==> src/hdl/loc_pkg.sv <==
// ----------------------------------------------------------------------------
// loc_pkg
// Shared widths, codes and types of the lock order checker.
// ----------------------------------------------------------------------------
package loc_pkg;

   localparam int MAX_HELD       = 16;
   localparam int CLASS_W        = 32;
   localparam int ACTION_W       = 2;
   localparam int STATUS_W       = 3;
   localparam int HELD_DEPTH_W   = 5;
   localparam int VIOL_W         = 32;
   localparam int DEPTH_W        = $clog2(MAX_HELD + 1);

   localparam logic [ACTION_W-1:0] ACT_ACQUIRE = 2'd0;
   localparam logic [ACTION_W-1:0] ACT_RELEASE = 2'd1;
   localparam logic [ACTION_W-1:0] ACT_QUERY   = 2'd2;

   localparam logic [STATUS_W-1:0] STATUS_OK       = 3'd0;
   localparam logic [STATUS_W-1:0] STATUS_INVALID  = 3'd1;
   localparam logic [STATUS_W-1:0] STATUS_OVERFLOW = 3'd2;
   localparam logic [STATUS_W-1:0] STATUS_DEADLOCK = 3'd3;
   localparam logic [STATUS_W-1:0] STATUS_EMPTY    = 3'd4;

   typedef struct packed {
      logic push;
      logic pop;
   } shift_type;

endpackage

==> src/hdl/lock_order_checker_top.sv <==
// ----------------------------------------------------------------------------
// lock_order_checker_top
// Checks lock acquire, release and query items against a stack of held lock
// classes kept in a chain of cells, top of stack in the first cell. In the
// accept cycle every cell compares its entry with the class, and in the next
// cycle the matches are combined, the chain shifts once for a push or pop and
// the result is registered. One item is in work at a time; a new item is
// taken in the cycle its result leaves or after.
// ----------------------------------------------------------------------------
module lock_order_checker_top
   import loc_pkg::*;
(
   input  logic                    clock,
   input  logic                    reset,
   input  logic                    req_valid,
   output logic                    req_ready,
   input  logic [ACTION_W-1:0]     req_action,
   input  logic [CLASS_W-1:0]      req_lock_class,
   output logic                    rsp_valid,
   input  logic                    rsp_ready,
   output logic [STATUS_W-1:0]     rsp_status,
   output logic                    rsp_is_held,
   output logic [HELD_DEPTH_W-1:0] rsp_held_depth,
   output logic [VIOL_W-1:0]       rsp_violations
);

   localparam logic ST_IDLE = 1'b0;
   localparam logic ST_EVAL = 1'b1;

   logic                state_ff, state_in;
   logic [ACTION_W-1:0] action_ff;
   logic [CLASS_W-1:0]  class_ff;
   logic                zero_ff;
   logic                lt_ff;
   logic [DEPTH_W-1:0]  depth_ff, depth_in;
   logic [VIOL_W-1:0]   viol_ff, viol_in;

   logic                    rsp_valid_ff, rsp_valid_in;
   logic [STATUS_W-1:0]     status_ff, status_in;
   logic                    held_ff, held_in;

   shift_type           ctrl;
   logic [CLASS_W-1:0]  cell_data [MAX_HELD];
   logic [MAX_HELD-1:0] cell_valid;
   logic [MAX_HELD-1:0] cell_hit;
   logic                accept;
   logic                any_hit;

   assign req_ready = (state_ff == ST_IDLE) && (!rsp_valid_ff || rsp_ready);
   assign accept    = req_valid && req_ready;
   assign any_hit   = |cell_hit;

   genvar gi;
   generate
      for (gi = 0; gi < MAX_HELD; gi++) begin : g_cell
         logic [CLASS_W-1:0] prev_data, next_data;
         logic               prev_valid, next_valid;
         if (gi == 0) begin : g_first
            assign prev_data  = class_ff;
            assign prev_valid = 1'b1;
         end else begin : g_mid
            assign prev_data  = cell_data[gi-1];
            assign prev_valid = cell_valid[gi-1];
         end
         if (gi == MAX_HELD - 1) begin : g_last
            assign next_data  = '0;
            assign next_valid = 1'b0;
         end else begin : g_inner
            assign next_data  = cell_data[gi+1];
            assign next_valid = cell_valid[gi+1];
         end
         loc_cell u_cell (
            .clock      (clock),
            .reset      (reset),
            .ctrl       (ctrl),
            .prev_data  (prev_data),
            .prev_valid (prev_valid),
            .next_data  (next_data),
            .next_valid (next_valid),
            .cmp_class  (req_lock_class),
            .data       (cell_data[gi]),
            .valid      (cell_valid[gi]),
            .hit        (cell_hit[gi])
         );
      end
   endgenerate

   always_comb begin
      state_in     = state_ff;
      depth_in     = depth_ff;
      viol_in      = viol_ff;
      rsp_valid_in = rsp_valid_ff;
      status_in    = status_ff;
      held_in      = held_ff;
      ctrl         = '0;
      if (rsp_valid_ff && rsp_ready) begin
         rsp_valid_in = 1'b0;
      end
      unique case (state_ff)
         ST_IDLE: begin
            if (accept) begin
               state_in = ST_EVAL;
            end
         end
         ST_EVAL: begin
            state_in     = ST_IDLE;
            rsp_valid_in = 1'b1;
            held_in      = 1'b0;
            status_in    = STATUS_OK;
            unique case (action_ff)
               ACT_ACQUIRE: begin
                  priority if (zero_ff) begin
                     status_in = STATUS_INVALID;
                  end else if (cell_valid[MAX_HELD-1]) begin
                     status_in = STATUS_OVERFLOW;
                     viol_in   = viol_ff + 1'b1;
                  end else if (any_hit || (cell_valid[0] && lt_ff)) begin
                     status_in = STATUS_DEADLOCK;
                     viol_in   = viol_ff + 1'b1;
                  end else begin
                     ctrl.push = 1'b1;
                     depth_in  = depth_ff + 1'b1;
                  end
               end
               ACT_RELEASE: begin
                  priority if (zero_ff) begin
                     status_in = STATUS_INVALID;
                  end else if (!cell_valid[0]) begin
                     status_in = STATUS_EMPTY;
                     viol_in   = viol_ff + 1'b1;
                  end else if (!cell_hit[0]) begin
                     status_in = STATUS_DEADLOCK;
                     viol_in   = viol_ff + 1'b1;
                  end else begin
                     ctrl.pop = 1'b1;
                     depth_in = depth_ff - 1'b1;
                  end
               end
               ACT_QUERY: begin
                  held_in = !zero_ff && any_hit;
               end
               default: begin
                  status_in = STATUS_INVALID;
               end
            endcase
         end
         default: begin
            state_in = ST_IDLE;
         end
      endcase
   end

   always_ff @(posedge clock) begin
      if (reset) begin
         state_ff     <= ST_IDLE;
         depth_ff     <= '0;
         viol_ff      <= '0;
         rsp_valid_ff <= 1'b0;
      end else begin
         state_ff     <= state_in;
         depth_ff     <= depth_in;
         viol_ff      <= viol_in;
         rsp_valid_ff <= rsp_valid_in;
      end
      status_ff <= status_in;
      held_ff   <= held_in;
      if (accept) begin
         action_ff <= req_action;
         class_ff  <= req_lock_class;
         zero_ff   <= (req_lock_class == '0);
         lt_ff     <= (req_lock_class < cell_data[0]);
      end
   end

   assign rsp_valid      = rsp_valid_ff;
   assign rsp_status     = status_ff;
   assign rsp_is_held    = held_ff;
   assign rsp_held_depth = HELD_DEPTH_W'(depth_ff);
   assign rsp_violations = viol_ff;

endmodule

==> src/hdl/loc_cell.sv <==
// ----------------------------------------------------------------------------
// loc_cell
// One stack entry of the held-lock chain: shifts toward the bottom on push,
// toward the top on pop, and flags a match against the incoming class.
// ----------------------------------------------------------------------------
module loc_cell
   import loc_pkg::*;
(
   input  logic               clock,
   input  logic               reset,
   input  shift_type          ctrl,
   input  logic [CLASS_W-1:0] prev_data,
   input  logic               prev_valid,
   input  logic [CLASS_W-1:0] next_data,
   input  logic               next_valid,
   input  logic [CLASS_W-1:0] cmp_class,
   output logic [CLASS_W-1:0] data,
   output logic               valid,
   output logic               hit
);

   logic [CLASS_W-1:0] data_ff, data_in;
   logic               valid_ff, valid_in;
   logic               hit_ff, hit_in;

   always_comb begin
      priority if (ctrl.push) begin
         data_in  = prev_data;
         valid_in = prev_valid;
      end else if (ctrl.pop) begin
         data_in  = next_data;
         valid_in = next_valid;
      end else begin
         data_in  = data_ff;
         valid_in = valid_ff;
      end
      hit_in = valid_ff && (data_ff == cmp_class);
   end

   always_ff @(posedge clock) begin
      if (reset) begin
         valid_ff <= 1'b0;
         hit_ff   <= 1'b0;
      end else begin
         valid_ff <= valid_in;
         hit_ff   <= hit_in;
      end
      data_ff <= data_in;
   end

   assign data  = data_ff;
   assign valid = valid_ff;
   assign hit   = hit_ff;

endmodule

==> config.mk <==
export PLATFORM = sky130hd
export DESIGN_NAME = lock_order_checker_top
export DESIGN_NICKNAME = d
export VERILOG_FILES = /design/src/hdl/loc_pkg.sv /design/src/hdl/lock_order_checker_top.sv /design/src/hdl/loc_cell.sv
export SDC_FILE = /design/constraint.sdc
export NUM_CORES = 1
export LEC_CHECK = 0
export ABC_AREA = 1
export BUFFER_PORTS_ARGS = -buffer_cell sky130_fd_sc_hd__buf_2
export CAP_MARGIN = 20
export CORE_UTILIZATION = 40
export DETAILED_ROUTE_END_ITERATION = 16
export PLACE_DENSITY_LB_ADDON = 0.12
export SLEW_MARGIN = 20
export SYNTH_ARGS = -nofsm -noshare
export SYNTH_HDL_FRONTEND = slang
export SYNTH_SLANG_ARGS = --single-unit
==> constraint.sdc <==
create_clock -name clock -period 36.8 [get_ports clock]
set_input_delay 1.84 -clock clock [delete_from_list [all_inputs] [get_ports clock]]
set_output_delay 1.84 -clock clock [all_outputs]
set_load 0.1 [all_outputs]
# == Word-level counts from Yosys, hierarchy flattened ==
# Cells that the tools add are included.
# word_totals
reg_bits,623
inputBits,38
output_inout_bits,43
elab_cells,220
# op_classes
addsub,3
order_cmp,1
eq_ne,26
n_mux,98
n_bitwise,1
reduce_logical,33
# ops
op,count
$mux W32,38
$eq A32 B32 Y1,16
$pmux W32 S2,1
$mux W1,43
$add A32 B1 Y32 const B,1
$logic_not A32 Y1,1
$lt A32 B32 Y1,1
$mux W5,6
$logic_and A1 B1 Y1,21
$reduce_or A16 Y1,1
$mux W2,5
$pmux W5 S2,1
$pmux W3 S3,1
$ne A2 B2 Y1 const B,4
$reduce_and A8 Y1,1
$mux W3,2
$reduce_and A6 Y1,1
$reduce_bool A2 Y1,3
$add A5 B1 Y5 const B,1
$sub A5 B1 Y5 const B,1
$ne A2 B1 Y1 const B,2
$ne A3 B2 Y1 const B,1
$ne A3 B3 Y1 const B,1
$eq A2 B1 Y1 const B,1
6 further kinds,8

# == Depth between registers and ports, before layout ==
# depth
depth_word,9
ltp_mapped,12
depth_no_buf,10

# == Modules after synthesis ==
# Synthesis repeated with hierarchy kept, for this count alone.
# hier_totals
hier_cells,5160
area_unflattened_um2,37237.0
# modules_own_cells
module,n_inst,cells_per_inst,area_each_um2
loc_cell,16,283,2025.7
lock_order_checker_top,1,632,4825.9

# == Least setup slack after synthesis ==
# Ideal clock, no wire load.
# synth_timing
path_type,flip-flop to flip-flop
start,register action_ff[1]
end,"register g_cell[0].u_cell.data_ff[0], enable pin"
setup_ns,0.861
arrival_ns,10.925
path_slack_ns,25.014
path_stages_with_launch,8
path_buffers,0
period_less_slack_ns,11.786
path_cell_list,edfxtp_1 -> inv_2 -> nand2_2 -> nor3_2 -> nor2_1 -> nor2_1 -> nand2_2 -> inv_1
# synth_via
elab_chain_cells,4
elab_cells_between_ends,6
classes_between,1 x eq/ne; 3 x mux; 2 x reduce/logical
# synth_lines
element,line,source
from (decl),lock_order_checker_top.sv:31,logic [ACTION_W-1:0] action_ff;
from (signal assigned),lock_order_checker_top.sv:168,action_ff <= req_action;
$eq A2 B1 Y1 / $logic_not A2 Y1 (equally long branches),lock_order_checker_top.sv:110,unique case (action_ff)
$mux W1,lock_order_checker_top.sv:110,
$mux W2 (*),lock_order_checker_top.sv:99,unique case (state_ff)
$reduce_bool A2 Y1 (no source line) (*),n/a,
to (signal assigned),loc_cell.sv:48,data_ff <= data_in;
to (decl),loc_cell.sv:22,"logic [CLASS_W-1:0] data_ff, data_in;"
# Mark *: on every way between the ends. The rest lies on a longest branch, timed or not.
# A chain may end at the register's enable or synchronous reset.

# == Worst setup path in the final report ==
# layout_timing
start,register g_cell[13].u_cell.hit_ff
end,"register g_cell[11].u_cell.data_ff[18], enable pin"
# layout_via
elab_chain_cells,8
# layout_lines
element,line,source
from (decl),loc_cell.sv:24,"logic hit_ff, hit_in;"
from (signal assigned),loc_cell.sv:46,hit_ff <= hit_in;
$reduce_or A16 Y1,lock_order_checker_top.sv:51,assign any_hit = |cell_hit;
$logic_or A1 B1 Y1,lock_order_checker_top.sv:117,end else if (any_hit || (cell_valid[0] && lt_ff)) begin
$mux W1,lock_order_checker_top.sv:117,
$mux W1,lock_order_checker_top.sv:114,end else if (cell_valid[MAX_HELD-1]) begin
$mux W1,lock_order_checker_top.sv:112,priority if (zero_ff) begin
$mux W1,lock_order_checker_top.sv:110,
$mux W2,lock_order_checker_top.sv:99,
$reduce_bool A2 Y1 (no source line),n/a,
to (signal assigned),loc_cell.sv:48,
to (decl),loc_cell.sv:22,
# No other way between the ends.

==> flow_summary.yaml <==
cells_and_area:
  fin_area_um2: 37000
  seqCellArea_um2: 18000
  drive_above_1_share: 0.0959
  fill_cells: 8231
  area_delta_synth_final_pct: 10.1
  stdcell_count: 4858
  layout_common_cells: "nand2_1, edfxtp_1, inv_1, nor2_1, o21ai_1"
  layout_commonest_cell: "nand2_1"
  nets: 3810
  multi_input_area_um2: 12900
critical_path:
  arrival_ns: 5.60
  timing.critical_path.fanout_max: 126
  startpoint_type: "register"
  cp-end-kind: "register"
  r2r_slack_ns: 31.46
  worstSetupPathType: "reg -> reg"
  cp.required_ns: 37.06
power_and_ir_drop:
  p_per_area_nw_per_um2: 44.6
  p_leak_uw: 0.0149
  peakVddDrop_v: 0.0000291
clock_network:
  cts_root_buffer: "clkbuf_16"
  cts_resized: 0
  post_cts_buffers: 0
  clock-sinks: 623
  clock_path_buffers: 3
  insertion_delay_ns: 0.64
  cts-buffers-inserted: 75
  clk_pin_slew_ns: 0.06
  htree_levels: 3
  cts_tree: "built"
  cts_hold_buf: 0
logic_synthesis:
  synth-xor-area-share: 0.0474
  ys_types: 39
  synth_compound_area_frac: 0.140
  synth_area_leader_cell: "edfxtp_1"
  ys_async_sr_fraction: 0
  synthSimpleGateAreaFrac: 0.181
  postSynthAreaPerCell_um2: 8.97
  synthAdderAreaFrac: 0.0140
  synth_top_family_by_area: "simple AND/OR/NAND/NOR gates"
  yosys-top-cells-area: "edfxtp_1, nand2_1, inv_1"
  ys_seq_area_frac: 0.535
  synth_edf_count: 552
  yosys-mux-area-fraction: 0
  syn_nets: 3823
  netlist_instances: 3748
  syn-cell-area_um2: 33600
  ys_warn_count: 0
  synth-main-ff-cell: "edfxtp_1"
  synth.top_cell.area_share: 0.493
  ys_seq_elements: 623
route:
  drcViolationCount: 0
  num_vias: 28000
  avgRoutedWirePerCell_um: 27.5
  drtPass1Iterations: 6
  ant_nets: 0
  vias_per_cell: 5.77
  wl_um: 134000
  detail_route.iter0.violations: 3488
job:
  max_cap_viol_count: 0
timing:
  setup_tns_ns: 0
  hold_violations: 0
  min_period_ns: 5.34
  setup_viol: 0
  rsz0062_at_grt: "false"
  worstMarginPinSlew_ns: 1.19
  hold_ws_ns: 0.471
  layout_setup_ws_ns: 31.46
  drv_slew: 0
  skew_ns: 0.0278
  slew_headroom: 0.206
  fmax_mhz: 187
  fin_crit_sh: 0.145
floorplan:
  core-area_um2: 82600
  dieArea_um2: 85200
  rows: 105
  die_w_um: 292
  start_util: 0.407
  die_y_um: 292
  io_pins: 81
run_status:
  status: "finished clean"
grt:
  globalRouteOverflowTotal: 0
  grt_first_pass_wirelength_um: 190000
  grt_use_total: 0.309
  grt_pass1_vias: 26800
  grt_start_max_net_pins: 235
  antenna_found_initial: 2
placement:
  gp_congestion: 0.949
  dp_hpwl_um: 93500
  postPlaceCellArea_um2: 34600
  place_inst: 4728
  portBuffers: 80
  place_ws_ns: 31.47
worst_hold_path:
  hp-class: "reg -> reg"
through the flow:
step	utilization	total power, uW
after detailed placement	0.419	916
final	0.448	1650
after floorplan	-	870
after global placement	0.419	915
after CTS	0.448	1650
after global routing	0.448	1690
area by class of cell:
cell class,instances,share of cell area
multi-input cells,2486,0.349
clock buffers,95,0.0551
inverters,419,0.0427
repair buffers,130,0.0214
flip-flops and latches,623,0.486
diodes,1,0.0000676
well taps,1070,0.0362
clock inverters,34,0.00993
synth_stat cells, types with 18 or more instances:
master	number
nor4_1	25
xor2_1	115
nand2_1	799
o22ai_1	238
a221oi_1	18
buf_2	125
a21oi_1	73
nor2_1	397
dfxtp_1	71
clkbuf_1	65
buf_6	26
a21oi_2	101
nand3_1	175
ha_1	36
edfxtp_1	552
o21ai_0	76
xnor2_1	67
inv_1	414
nand4_1	29
o21ai_1	249
nor3_1	22
nand3b_1	19
layer usage:
layer,wire length [um],part of all wire,GRT usage,vias up
met5,0,0,0,-
met4,9350,0.070,0.200,0
met3,10700,0.080,0.0387,335
met2,59300,0.44,0.478,1524
met1,54100,0.41,0.410,13400
li1,-,-,-,12800
power by group:
part | leakage [uW] | switching [uW] | internal (uW) | total, uW
combinational | 0.00811 | 92.9 | 28.8 | 122
clock | 0.00118 | 317 | 429 | 746
sequential | 0.00557 | 7.56 | 776 | 783
total | 0.0149 | 417 | 1230 | 1650
final timing paths:
path / to / cells past startpoint / startpoint
hold reg to reg: g_cell[2].u_cell.valid / 2 / g_cell[2].u_cell.valid
setup reg to reg: g_cell[11].u_cell.data[18] / 10 / g_cell[13].u_cell.hit
hold / removal: g_cell[2].u_cell.valid / 2 / g_cell[2].u_cell.valid
setup / recovery: g_cell[11].u_cell.data[18] / 10 / g_cell[13].u_cell.hit
cells by family after synthesis:
kind of cell	count (synthesis)
xor+xnor	182
compound gates	779
flops	623
fa+ha+maj	37
buf+inv	639
simple gates	1488
state kept, by name (all words and copies together), names as in the netlist, 2 cells and up:
| signal | count |
|---|---|
| action_ff | 2 |
| g_cell.u_cell.hit | 16 |
| rsp_violations | 32 |
| class_ff | 32 |
| rsp_status | 3 |
| g_cell.u_cell.data | 512 |
| g_cell.u_cell.valid | 16 |
| rsp_held_depth | 5 |
worst max-delay path, stage by stage, from the launching register on:
cell and delay [ns]:
dfxtp_1 0.30, nor2_1 0.10, nand2_1 0.08, nor2_2 0.38, nand3_2 0.20, nand2_1 0.14
nand2_2 0.33, inv_8 0.78, buf_4 0.87, buf_4 0.91, buf_4 0.73
Power figures use the tool's default switching activity.
